===== src/sv/rc4_pkg.sv =====
package rc4_pkg;

    // table geometry
    localparam int TABLE_SIZE = 256;
    localparam logic [7:0] BYTE_MAX = 8'hFF;

    // command codes on the input word
    localparam logic CMD_KEY  = 1'b0;
    localparam logic CMD_DATA = 1'b1;

    // input word
    typedef struct packed {
        logic       command;
        logic [7:0] value;
        logic       last;
    } in_word_t;

    // output word
    typedef struct packed {
        logic [7:0] data_out;
        logic       last_out;
    } out_word_t;

    // controller states
    typedef enum logic [3:0] {
        ST_IDLE,
        ST_KS_RD_K,
        ST_KS_RD_J,
        ST_KS_WR_K,
        ST_KS_WR_J,
        ST_GEN_RD_J,
        ST_GEN_SWAP,
        ST_GEN_DONE
    } state_t;

    // controller to datapath commands
    typedef struct packed {
        logic key_write;
        logic key_start;
        logic ks_rd_k;
        logic ks_rd_j;
        logic ks_wr_k;
        logic ks_wr_j;
        logic gen_start;
        logic gen_rd_j;
        logic gen_swap;
        logic gen_wr_j;
        logic out_load;
    } dp_cmd_t;

    // datapath to controller status
    typedef struct packed {
        logic sched_end;
        logic out_free;
    } dp_status_t;

endpackage


===== src/sv/rc4_ram.sv =====
module rc4_ram #(
    parameter int WIDTH = 8,
    parameter int DEPTH = 256
) (
    input  logic                                      clk,
    input  logic                                      we,
    input  logic [((DEPTH > 1) ? $clog2(DEPTH) : 1)-1:0] waddr,
    input  logic [WIDTH-1:0]                          wdata,
    input  logic                                      re,
    input  logic [((DEPTH > 1) ? $clog2(DEPTH) : 1)-1:0] raddr,
    output logic [WIDTH-1:0]                          rdata
);

    logic [WIDTH-1:0] mem [DEPTH];
    logic [WIDTH-1:0] rdata_reg;

    // write port
    always_ff @(posedge clk)
    begin
        if (we)
        begin
            mem[waddr] <= wdata;
        end
    end

    // registered read port, holds while not enabled
    always_ff @(posedge clk)
    begin
        if (re)
        begin
            rdata_reg <= mem[raddr];
        end
    end

    assign rdata = rdata_reg;

endmodule


===== src/sv/rc4_ctrl.sv =====
module rc4_ctrl (
    input  logic                clk,
    input  logic                rst_n,
    input  logic                in_valid,
    input  rc4_pkg::in_word_t   in_data,
    input  rc4_pkg::dp_status_t status,
    output logic                in_ready,
    output rc4_pkg::dp_cmd_t    cmd
);

    rc4_pkg::state_t state_reg;
    rc4_pkg::state_t state_next;
    logic            take;

    assign take = in_valid && (state_reg == rc4_pkg::ST_IDLE);

    // state register
    always_ff @(posedge clk or negedge rst_n)
    begin
        if (!rst_n)
        begin
            state_reg <= rc4_pkg::ST_IDLE;
        end
        else
        begin
            state_reg <= state_next;
        end
    end

    // next state
    always_comb
    begin
        state_next = state_reg;
        case (state_reg)
            rc4_pkg::ST_IDLE:
            begin
                if (in_valid)
                begin
                    if (in_data.command == rc4_pkg::CMD_DATA)
                    begin
                        state_next = rc4_pkg::ST_GEN_RD_J;
                    end
                    else if (in_data.last)
                    begin
                        state_next = rc4_pkg::ST_KS_RD_K;
                    end
                end
            end
            rc4_pkg::ST_KS_RD_K:  state_next = rc4_pkg::ST_KS_RD_J;
            rc4_pkg::ST_KS_RD_J:  state_next = rc4_pkg::ST_KS_WR_K;
            rc4_pkg::ST_KS_WR_K:  state_next = rc4_pkg::ST_KS_WR_J;
            rc4_pkg::ST_KS_WR_J:
            begin
                state_next = status.sched_end ? rc4_pkg::ST_IDLE : rc4_pkg::ST_KS_RD_K;
            end
            rc4_pkg::ST_GEN_RD_J: state_next = rc4_pkg::ST_GEN_SWAP;
            rc4_pkg::ST_GEN_SWAP: state_next = rc4_pkg::ST_GEN_DONE;
            rc4_pkg::ST_GEN_DONE:
            begin
                if (status.out_free)
                begin
                    state_next = rc4_pkg::ST_IDLE;
                end
            end
            default:              state_next = rc4_pkg::ST_IDLE;
        endcase
    end

    // command outputs
    always_comb
    begin
        cmd       = '0;
        in_ready  = 1'b0;
        case (state_reg)
            rc4_pkg::ST_IDLE:
            begin
                in_ready      = 1'b1;
                cmd.key_write = take && (in_data.command == rc4_pkg::CMD_KEY);
                cmd.key_start = take && (in_data.command == rc4_pkg::CMD_KEY) && in_data.last;
                cmd.gen_start = take && (in_data.command == rc4_pkg::CMD_DATA);
            end
            rc4_pkg::ST_KS_RD_K:  cmd.ks_rd_k  = 1'b1;
            rc4_pkg::ST_KS_RD_J:  cmd.ks_rd_j  = 1'b1;
            rc4_pkg::ST_KS_WR_K:  cmd.ks_wr_k  = 1'b1;
            rc4_pkg::ST_KS_WR_J:  cmd.ks_wr_j  = 1'b1;
            rc4_pkg::ST_GEN_RD_J: cmd.gen_rd_j = 1'b1;
            rc4_pkg::ST_GEN_SWAP: cmd.gen_swap = 1'b1;
            rc4_pkg::ST_GEN_DONE:
            begin
                cmd.gen_wr_j = 1'b1;
                cmd.out_load = status.out_free;
            end
            default:
            begin
                cmd      = '0;
                in_ready = 1'b0;
            end
        endcase
    end

endmodule


===== src/sv/rc4_dp.sv =====
module rc4_dp #(
    parameter int KEY_DEPTH = 256
) (
    input  logic                clk,
    input  logic                rst_n,
    input  rc4_pkg::in_word_t   in_data,
    input  rc4_pkg::dp_cmd_t    cmd,
    input  logic                out_ready,
    output rc4_pkg::dp_status_t status,
    output logic                out_valid,
    output rc4_pkg::out_word_t  out_data
);

    localparam int KAW = (KEY_DEPTH > 1) ? $clog2(KEY_DEPTH) : 1;
    localparam int CW  = $clog2(KEY_DEPTH + 1);

    // index and key bookkeeping
    logic [7:0]     index_i_reg;
    logic [7:0]     index_i_next;
    logic [7:0]     index_j_reg;
    logic [7:0]     index_j_next;
    logic [CW-1:0]  key_count_reg;
    logic [CW-1:0]  key_count_next;
    logic [CW-1:0]  key_len_reg;
    logic [CW-1:0]  key_len_next;
    logic [KAW-1:0] key_idx_reg;
    logic [KAW-1:0] key_idx_next;

    // permutation entries that hold a written value
    logic [rc4_pkg::TABLE_SIZE-1:0] perm_valid_reg;
    logic [rc4_pkg::TABLE_SIZE-1:0] perm_valid_next;
    logic [7:0]                     rd_addr_reg;
    logic                           rd_valid_reg;

    // swap operands and message word
    logic [7:0] s_i_reg;
    logic [7:0] s_i_next;
    logic [7:0] s_j_reg;
    logic [7:0] s_j_next;
    logic [7:0] t_reg;
    logic [7:0] t_next;
    logic [7:0] msg_value_reg;
    logic [7:0] msg_value_next;
    logic       msg_last_reg;
    logic       msg_last_next;

    // output register
    logic               out_valid_reg;
    logic               out_valid_next;
    rc4_pkg::out_word_t out_data_reg;
    rc4_pkg::out_word_t out_data_next;

    // memory ports
    logic       perm_we;
    logic [7:0] perm_waddr;
    logic [7:0] perm_wdata;
    logic       perm_re;
    logic [7:0] perm_raddr;
    logic [7:0] perm_ram_q;
    logic [7:0] perm_q;
    logic       key_we;
    logic       key_re;
    logic [7:0] key_q;
    logic       key_room;
    logic [CW-1:0] key_count_inc;
    logic [CW-1:0] key_idx_inc;
    logic [7:0] ks;

    rc4_ram #(
        .WIDTH (8),
        .DEPTH (rc4_pkg::TABLE_SIZE)
    ) u_perm_ram (
        .clk   (clk),
        .we    (perm_we),
        .waddr (perm_waddr),
        .wdata (perm_wdata),
        .re    (perm_re),
        .raddr (perm_raddr),
        .rdata (perm_ram_q)
    );

    rc4_ram #(
        .WIDTH (8),
        .DEPTH (KEY_DEPTH)
    ) u_key_ram (
        .clk   (clk),
        .we    (key_we),
        .waddr (key_count_reg[KAW-1:0]),
        .wdata (in_data.value),
        .re    (key_re),
        .raddr (key_idx_reg),
        .rdata (key_q)
    );

    // an unwritten entry reads as its own index
    assign perm_q = rd_valid_reg ? perm_ram_q : rd_addr_reg;

    assign key_room      = key_count_reg < CW'(KEY_DEPTH);
    assign key_count_inc = key_count_reg + CW'(1);
    assign key_idx_inc   = CW'(key_idx_reg) + CW'(1);
    assign key_we        = cmd.key_write && key_room;
    assign key_re        = cmd.ks_rd_k;

    // keystream byte, forwarding the two entries just swapped
    always_comb
    begin
        if (t_reg == index_j_reg)
        begin
            ks = s_i_reg;
        end
        else if (t_reg == index_i_reg)
        begin
            ks = s_j_reg;
        end
        else
        begin
            ks = perm_q;
        end
    end

    // permutation memory access
    always_comb
    begin
        perm_we    = 1'b0;
        perm_waddr = index_i_reg;
        perm_wdata = perm_q;
        perm_re    = 1'b0;
        perm_raddr = index_i_reg;
        if (cmd.gen_start)
        begin
            perm_re    = 1'b1;
            perm_raddr = index_i_reg + 8'd1;
        end
        if (cmd.ks_rd_k)
        begin
            perm_re    = 1'b1;
            perm_raddr = index_i_reg;
        end
        if (cmd.ks_rd_j)
        begin
            perm_re    = 1'b1;
            perm_raddr = index_j_reg + perm_q + key_q;
        end
        if (cmd.ks_wr_k)
        begin
            perm_we    = 1'b1;
            perm_waddr = index_i_reg;
            perm_wdata = perm_q;
        end
        if (cmd.ks_wr_j || cmd.gen_wr_j)
        begin
            perm_we    = 1'b1;
            perm_waddr = index_j_reg;
            perm_wdata = s_i_reg;
        end
        if (cmd.gen_rd_j)
        begin
            perm_re    = 1'b1;
            perm_raddr = index_j_reg + perm_q;
        end
        if (cmd.gen_swap)
        begin
            perm_we    = 1'b1;
            perm_waddr = index_i_reg;
            perm_wdata = perm_q;
            perm_re    = 1'b1;
            perm_raddr = s_i_reg + perm_q;
        end
    end

    // next values of state and operands
    always_comb
    begin
        index_i_next    = index_i_reg;
        index_j_next    = index_j_reg;
        key_count_next  = key_count_reg;
        key_len_next    = key_len_reg;
        key_idx_next    = key_idx_reg;
        perm_valid_next = perm_valid_reg;
        s_i_next        = s_i_reg;
        s_j_next        = s_j_reg;
        t_next          = t_reg;
        msg_value_next  = msg_value_reg;
        msg_last_next   = msg_last_reg;
        out_valid_next  = out_valid_reg;
        out_data_next   = out_data_reg;

        // key byte storage
        if (key_we)
        begin
            key_count_next = key_count_inc;
        end
        if (cmd.key_start)
        begin
            key_len_next    = key_room ? key_count_inc : key_count_reg;
            key_count_next  = '0;
            key_idx_next    = '0;
            index_i_next    = '0;
            index_j_next    = '0;
        end

        // key schedule step
        if (cmd.ks_rd_j)
        begin
            s_i_next     = perm_q;
            index_j_next = perm_raddr;
        end
        if (cmd.ks_wr_j)
        begin
            index_i_next = index_i_reg + 8'd1;
            key_idx_next = (key_idx_inc == key_len_reg) ? '0 : key_idx_inc[KAW-1:0];
            if (status.sched_end)
            begin
                index_j_next = '0;
            end
        end

        // output generation
        if (cmd.gen_start)
        begin
            index_i_next   = perm_raddr;
            msg_value_next = in_data.value;
            msg_last_next  = in_data.last;
        end
        if (cmd.gen_rd_j)
        begin
            s_i_next     = perm_q;
            index_j_next = perm_raddr;
        end
        if (cmd.gen_swap)
        begin
            s_j_next = perm_q;
            t_next   = perm_raddr;
        end

        // written-entry flags
        if (cmd.key_start)
        begin
            perm_valid_next = '0;
        end
        else if (perm_we)
        begin
            perm_valid_next[perm_waddr] = 1'b1;
        end

        // output register
        if (cmd.out_load)
        begin
            out_valid_next         = 1'b1;
            out_data_next.data_out = msg_value_reg ^ ks;
            out_data_next.last_out = msg_last_reg;
        end
        else if (out_ready)
        begin
            out_valid_next = 1'b0;
        end
    end

    // control state
    always_ff @(posedge clk or negedge rst_n)
    begin
        if (!rst_n)
        begin
            index_i_reg    <= '0;
            index_j_reg    <= '0;
            key_count_reg  <= '0;
            key_len_reg    <= '0;
            key_idx_reg    <= '0;
            perm_valid_reg <= '0;
            out_valid_reg  <= 1'b0;
        end
        else
        begin
            index_i_reg    <= index_i_next;
            index_j_reg    <= index_j_next;
            key_count_reg  <= key_count_next;
            key_len_reg    <= key_len_next;
            key_idx_reg    <= key_idx_next;
            perm_valid_reg <= perm_valid_next;
            out_valid_reg  <= out_valid_next;
        end
    end

    // payload registers
    always_ff @(posedge clk)
    begin
        if (perm_re)
        begin
            rd_addr_reg  <= perm_raddr;
            rd_valid_reg <= perm_valid_reg[perm_raddr];
        end
        s_i_reg       <= s_i_next;
        s_j_reg       <= s_j_next;
        t_reg         <= t_next;
        msg_value_reg <= msg_value_next;
        msg_last_reg  <= msg_last_next;
        out_data_reg  <= out_data_next;
    end

    assign status.sched_end = index_i_reg == rc4_pkg::BYTE_MAX;
    assign status.out_free  = !out_valid_reg || out_ready;
    assign out_valid        = out_valid_reg;
    assign out_data         = out_data_reg;

endmodule


===== src/sv/rc4_stream_cipher.sv =====
// RC4 stream cipher engine
// Input channel in_valid/in_ready carries one word: command, value, last.
// A key word (command key) stores its byte in the key memory;
// bytes beyond KEY_DEPTH are dropped. A key word with last set also starts
// the key schedule: the permutation returns to identity at once (per-entry
// written flags are cleared) and 256 schedule steps follow, each through the
// states read S[i], read S[j], write S[i], write S[j] on the single-read,
// single-write permutation memory, so in_ready is low until the schedule ends.
// A data word (command data) runs the output generation: read S[i], read
// S[j], swap with keystream read, final write. Its result enters the output
// register at the final write, and no new input word is taken before then;
// a key word without last leaves the input ready again in the next cycle.
// Output channel out_valid/out_ready carries data_out and last_out, one
// word per data word, none per key word. The output register lets the next
// input word be taken while a result waits; if the receiver stalls, the
// engine holds in its final step until the register is free.
// Reset clears the indices, the key count and the output valid, and sets
// the permutation to identity; no clearing pass is needed.
module rc4_stream_cipher #(
    parameter int KEY_DEPTH = 256
) (
    input  logic               clk,
    input  logic               rst_n,
    input  logic               in_valid,
    output logic               in_ready,
    input  rc4_pkg::in_word_t  in_data,
    output logic               out_valid,
    input  logic               out_ready,
    output rc4_pkg::out_word_t out_data
);

    rc4_pkg::dp_cmd_t    cmd;
    rc4_pkg::dp_status_t status;

    rc4_ctrl u_ctrl (
        .clk      (clk),
        .rst_n    (rst_n),
        .in_valid (in_valid),
        .in_data  (in_data),
        .status   (status),
        .in_ready (in_ready),
        .cmd      (cmd)
    );

    rc4_dp #(
        .KEY_DEPTH (KEY_DEPTH)
    ) u_dp (
        .clk       (clk),
        .rst_n     (rst_n),
        .in_data   (in_data),
        .cmd       (cmd),
        .out_ready (out_ready),
        .status    (status),
        .out_valid (out_valid),
        .out_data  (out_data)
    );

    // final key word starts the schedule, which blocks input
    assert property (@(posedge clk) disable iff (!rst_n)
        (in_valid && in_ready && (in_data.command == rc4_pkg::CMD_KEY) && in_data.last)
        |=> !in_ready)
    else $error("input taken right after final key word");

    // after a plain key word the input is ready again in the next cycle
    assert property (@(posedge clk) disable iff (!rst_n)
        (in_valid && in_ready && (in_data.command == rc4_pkg::CMD_KEY) && !in_data.last)
        |=> in_ready)
    else $error("engine busy after plain key word");

    // with the output register empty, a data word yields its result
    assert property (@(posedge clk) disable iff (!rst_n)
        (in_valid && in_ready && (in_data.command == rc4_pkg::CMD_DATA) && !out_valid)
        |-> ##4 out_valid)
    else $error("data word result missing");

endmodule


===== config.mk =====
export PLATFORM = sky130hd
export DESIGN_NAME = rc4_stream_cipher
export DESIGN_NICKNAME = d
export VERILOG_FILES = /design/src/sv/rc4_pkg.sv /design/src/sv/rc4_ram.sv /design/src/sv/rc4_ctrl.sv /design/src/sv/rc4_dp.sv /design/src/sv/rc4_stream_cipher.sv
export SDC_FILE = /design/constraint.sdc
export NUM_CORES = 2
export LEC_CHECK = 0
export BUFFER_PORTS_ARGS = -buffer_cell sky130_fd_sc_hd__buf_2
export CAP_MARGIN = 20
export CORE_ASPECT_RATIO = 0.8
export CORE_UTILIZATION = 45
export CTS_CLUSTER_SIZE = 8
export DETAILED_ROUTE_END_ITERATION = 6
export MAX_ROUTING_LAYER = met4
export PLACE_DENSITY_LB_ADDON = 0.1
export SLEW_MARGIN = 0
export SYNTH_ARGS = -nofsm -noshare
export SYNTH_HDL_FRONTEND = slang
export SYNTH_HIERARCHICAL = 1
export SYNTH_SLANG_ARGS = --single-unit

===== constraint.sdc =====
create_clock -name clk -period 10.5 [get_ports clk]
set_input_delay 2.1 -clock clk [delete_from_list [all_inputs] [get_ports clk]]
set_output_delay 2.1 -clock clk [all_outputs]
set_load 0.02 [all_outputs]

---- Word level (Yosys, flattened, before mapping) ----
Memory sizes are Yosys's and may differ from the RTL's. A register that Yosys moved wholly into a read port is not among the register bits.
Cells that the tools add are included.
cells by class
  bitwise gates (word level) .............. 3
  muxes and demuxes ....................... 63
  equal/unequal tests ..................... 14
  divide/modulo/power cells ............... 0
  shifts and indexed selects .............. 0
  order comparisons ....................... 4
  reduce and logical (&&, ||, !) cells .... 17
  multiply operators ...................... 0
  $add $sub $neg .......................... 6
operators with widths
  cell                                                         number
  2-to-1 mux 256 bit                                           2
  bitwise OR 256 bit                                           1
  2-to-1 mux 8 bit                                             24
  case mux 4 bit (8 select lines)                              1
  2-to-1 mux 9 bit                                             3
  2-to-1 mux 1 bit                                             25
  adder 8 bit                                                  3
  less-than comparator 8 x 9 -> 1 bit (second input constant)  2
  equality test 4 x 3 -> 1 bit (second input constant)         4
  equality test 8 bit                                          2
  2-to-1 mux 4 bit                                             4
  nonzero test 2 bit                                           5
  adder 8 x 1 -> 9 bit (second input constant)                 1
  adder 9 x 1 -> 9 bit (second input constant)                 1
  equality test 9 bit                                          1
  less-than comparator 9 bit (second input constant)           1
  adder 8 x 1 -> 8 bit (second input constant)                 1
  binary-select mux 1 bit (select 8 bit)                       1
  demux 1 bit (select 8 bit)                                   1
  equality test 4 x 2 -> 1 bit (second input constant)         2
  equality test 8 bit (second input constant)                  1
  >= comparator 8 x 1 -> 1 bit (second input constant)         1
  XOR 8 bit                                                    1
  logical AND 1 bit                                            6
  other kinds (11)                                             13
word-level totals
  memory bits (writable) .................. 4096
  bits of input ports ..................... 14
  register bits ........................... 354
  bits in read-only memories .............. 0
  output and inout port bits .............. 11
  bits in latches ......................... 0
  logic and storage cells ................. 126
  memories kept ........................... 2
memory list
  name                 words  width  rd ports  clocked after Yosys merged registers in  wr ports  RTL line       source
  u_dp.u_key_ram.mem   256    8      1         1                                        1         rc4_ram.sv:14  logic [WIDTH-1:0] mem [DEPTH];
  u_dp.u_perm_ram.mem  256    8      1         1                                        1         rc4_ram.sv:14

---- Depth between registers and ports, before layout ----
  word-level depth ........................ 13
  depth in mapped cells ................... 24
  depth with buffers taken out ............ 21

---- Cells and area by module ----
The synthesis kept the hierarchy.
modules (own cells, without submodules)
  module    seq. area each (um^2)  cells each  area an instance (um^2)  times used
  rc4_ram   61739.2                3733        79636.4                  2
  rc4_dp    9013.6                 1974        17658.2                  1
  rc4_ctrl  75.1                   30          261.5                    1

---- Least setup slack after synthesis ----
OpenSTA, ideal clock, no wires.
  path kind ............................... register -> register
  start ................................... register u_ctrl.state_reg[2]
  end ..................................... memory u_dp.u_perm_ram.mem[0][7], data pin
  period minus slack after synthesis ...... 11.368 ns
  library setup time ...................... 1.577 ns
  buffers on the path ..................... 3
  arrival time ............................ 9.792 ns
  cell stages (with the launch flop) ...... 9
  path slack .............................. -0.868 ns
  data required time ...................... 8.923 ns
  cells stage by stage .................... dfrtp_1 buf_2 nor3b_1 buf_2 inv_1 o21ai_2 buf_2 nor2_1 a21oi_1
RTL lines
  item                      RTL line        source
  start: declaration        rc4_ctrl.sv:11  rc4_pkg::state_t state_reg;
  start signal: assignment  rc4_ctrl.sv:22  state_reg <= rc4_pkg::ST_IDLE;
  start signal: assignment  rc4_ctrl.sv:26  state_reg <= state_next;
  end: declaration          rc4_ram.sv:14

---- Final worst setup path ----
  start ................................... register u_dp.rd_valid_reg
  end ..................................... register u_dp.u_perm_ram.rdata_reg[1] (netlist: u_dp/u_perm_ram/rdata[1]) (read register of u_dp.u_perm_ram.mem), data pin
on the way
  cells in the longest elaborated chain, start to end .. 6
  elaborated cells between the ends (all ways) .. 7
  classes of those cells .................. add/sub: 3; mux: 4
ends and longest elaborated chain
  item                      RTL line                      source
  start: declaration        rc4_dp.sv:33                  logic rd_valid_reg;
  start signal: assignment  rc4_dp.sv:290                 rd_valid_reg <= perm_valid_reg[perm_raddr];
  2-to-1 mux 8 bit *        rc4_dp.sv:96                  assign perm_q = rd_valid_reg ? perm_ram_q : rd_addr_reg;
  via u_dp.perm_q[1]        rc4_dp.sv:60                  logic [7:0] perm_q;
  adder 8 bit               rc4_dp.sv:142, rc4_dp.sv:159
  adder 8 bit               rc4_dp.sv:142                 perm_raddr = index_j_reg + perm_q + key_q;
  2-to-1 mux 8 bit          rc4_dp.sv:139                 if (cmd.ks_rd_j)
  2-to-1 mux 8 bit          rc4_dp.sv:156                 if (cmd.gen_rd_j)
  2-to-1 mux 8 bit *        rc4_dp.sv:161                 if (cmd.gen_swap)
  via u_dp.perm_raddr[7]    rc4_dp.sv:58                  logic [7:0] perm_raddr;
  end: declaration          rc4_ram.sv:15                 logic [WIDTH-1:0] rdata_reg;
Mark *: on every way through the listed nets, which the timed path passes. The rest lies on a longest branch.
A chain may end at the register's enable or synchronous reset.

==> impl_metrics.ini <==
[status]
status = finished clean

[detailed_routing]
drc = 0
wl_um = 496600
vias = 95270
dr.pass1.iters = 6
dr.first_iter.drc_count = 11100
ant_nets = 0
avgRoutedWirePerCell_um = 32.96
via_per_inst = 6.323

[place]
dp.cells = 14300
io_buffers = 24
gp_congestion = 0.8946
placed_area_um2 = 182700
hpwl_um = 303700

[cells_and_area]
final_util = 0.5114
stdcell_area_um2 = 199900
final_common_cell = edfxtp_1
area_delta_synth_final_pct = 12.82
final_cell_mix = edfxtp_1 (4163), nor2_1 (921), mux4_2 (910)
multi_input_area_um2 = 41320
drive_gt1_frac = 0.1996
fill_cells = 31160
regArea_um2 = 132600
final_cells = 15070
nNetsFinal = 9814

[cts]
path_clk_slew_ns = 0.05
cts_setup_buffers = 0
clock_latency_ns = 1.06
clockBufferDepth = 4
cts_resized = 0
cts_made_buffers = 628
cts_tree = done
clock-root-buffer = clkbuf_16
cts.htree.levels = 6
cts_sinks = 4465
postCtsHoldBufs = 0

[synthesis]
async_flop_share = 0.06764
ys_warn_count = 6
netlist_instances = 9470
yosysSeqAreaShare = 0.7482
syn_area_per_cell_um2 = 18.71
synthesis.nets = 9513
ys_types = 90
syn_area_um2 = 177200
synth-main-ff-cell = edfxtp_1
ys_ff_latch = 4465
synth_edf_count = 4163

[critical_path]
worstSetupStartpointType = register
crit_fanout = 12
slowest_stage = nor4_1
critical_path_class = reg -> reg
cp_cell_sequence = mux2_2 > ha_1 > a211o_1 > o21ai_0 > xnor2_1 > ha_1 > nor3b_1 > o21a_1 > nor2_1 > o21ai_0 > xor2_1 > mux2_2 > a31oi_1 > inv_1 > buf_4 > and3b_1 > o221ai_1 > a21oi_1 > nor3_1 > nor4_1 > nor4_1
max_stage_delay_ns = 0.81
cp.required_ns = 11.19
critPathArrivalTime_ns = 8.07
cp-end-kind = register

[sta]
max_slew.worst_pin.slew_ns = 1.241
finalSetupViolations = 0
finalCritPeriodShare = 0.7022
tns_ns = 0
maxSlewViolCount = 0
slew_headroom = 0.1700
rsz0062_at_grt = false
fmax_mhz = 135.6
holdWs_ns = 0.4420
period_needed_ns = 7.373
hold_viol = 0
skew_ns = 0.06955

[floorplanning]
die_w_um = 703.6
initial_core_util = 0.4533
core_area_um2 = 390900
die-area_um2 = 396300
rows = 205
die_y_um = 563.3
io_pins = 25

[power_and_ir_drop]
power.density_nw_per_um2 = 187.6
leakage_uw = 0.06408
vdd_drop_max_uv = 158.6

[grt]
track_usage = 0.2558
grt_pass1_vias = 93600
grt-ovfl-total = 0
antenna_found_initial = 20
grt_max_degree = 175
grt_pass1_wl_um = 707200

[hold_path]
hold_class = reg -> reg

[flow_run]
drv_cap = 0
path summary, 6_finish.rpt:
path / from / cells after the start / slack (ns) / endpoint
setup reg to reg: u_dp/rd_valid_reg / 21 / 3.13 / u_dp/u_perm_ram/rdata[1]
hold / removal: u_dp/msg_last_reg / 0 / 0.44 / u_dp/out_data[0]
min in group asynchronous: rst_n / 1 / 1.13 / u_dp/out_valid
hold reg to reg: u_dp/msg_last_reg / 0 / 0.44 / u_dp/out_data[0]
max in group asynchronous: rst_n / 2 / 7.99 / u_dp/perm_valid_reg[71]
setup / recovery: u_dp/rd_valid_reg / 21 / 3.13 / u_dp/u_perm_ram/rdata[1]
per-stage QoR:
stage | total power, uW | worst slack [ns]
after floorplan | 19680 | 2.771
after global placement | 19850 | 2.465
after detailed placement | 19860 | 2.653
after CTS | 37890 | 3.142
after global routing | 38570 | 2.703
final | 37510 | 3.127
synthesized netlist by cell type (26+ instances only):
cell         n  area (um^2)
xor2_1      31        271.5
nor2b_1     70        437.9
nor3_1      65        325.3
buf_2       96        480.5
clkbuf_1   295         1107
a22oi_1    272         2042
mux2i_1    313         3133
ha_1        26        325.3
buf_8       26        390.4
nand3_1    141        705.7
inv_1       34        127.6
a221oi_1    29        254.0
mux4_2     910        20490
and3_1      35        219.0
a21oi_1    485         2427
nor4_1      54        337.8
xnor2_1     32        280.3
o22ai_1     64        400.4
dfrtp_1    302         7557
o221ai_1    95        832.1
a311oi_1    26        227.7
nand2_1    361         1355
o21ai_0     75        375.4
nor2_1     931         3495
buf_4       60        450.4
buf_6       52        585.6
buf_1       46        172.7
nand4_1     33        206.5
edfxtp_1  4163       125000
a211oi_1    41        307.8
worst max-delay path: cells and delay by family, from the launching register on:
kind / cells / cell delay (ns)
buffers and inverters: 2 / 0.85
xor gates and xnor gates: 2 / 0.36
muxes: 2 / 0.84
AOI/OAI and AO/OA: 7 / 1.45
and+or+nand+nor: 6 / 2.28
adders and majority gates: 2 / 0.63
DFF: 1 / 0.55
power by group:
group          switching, uW  internal (uW)  leakage [uW]
clock network           7240          10700       0.00829
logic                    164           11.4        0.0147
registers                  0          19300        0.0411
total                   7410          30100        0.0641
area by class of cell:
class	instances	area share
sequential	4465	0.6632
multi-input combinational	4374	0.2067
clock buffer	687	0.08057
tap	5175	0.03239
timing repair buffer	263	0.01162
clock inverter	53	0.004425
inverter	39	0.0009138
antenna	12	0.0001502
cell families (layout without fill, tap and decap cells):
logic type	after synthesis	after routing	synth area share
DFF	4465	4465	0.7482
and+or+nand+nor	1792	1792	0.04437
muxes	1246	1246	0.1352
AOI/OAI and AO/OA	1244	1244	0.04630
buffers and inverters	631	1042	0.02068
xor gates and xnor gates	63	63	0.003114
adders and majority gates	29	29	0.002175
other	0	12	0
layer usage:
layer | GRT usage | routed length, um | vias to the layer above
li1 | - | - | 38710
met1 | 0.3900 | 225200 | 51360
met2 | 0.3536 | 215800 | 4506
met3 | 0.05749 | 46580 | 693
met4 | 0.05262 | 9116 | 0
met5 | - | 0 | -
Note: power is estimated with default switching activity, not from simulation.
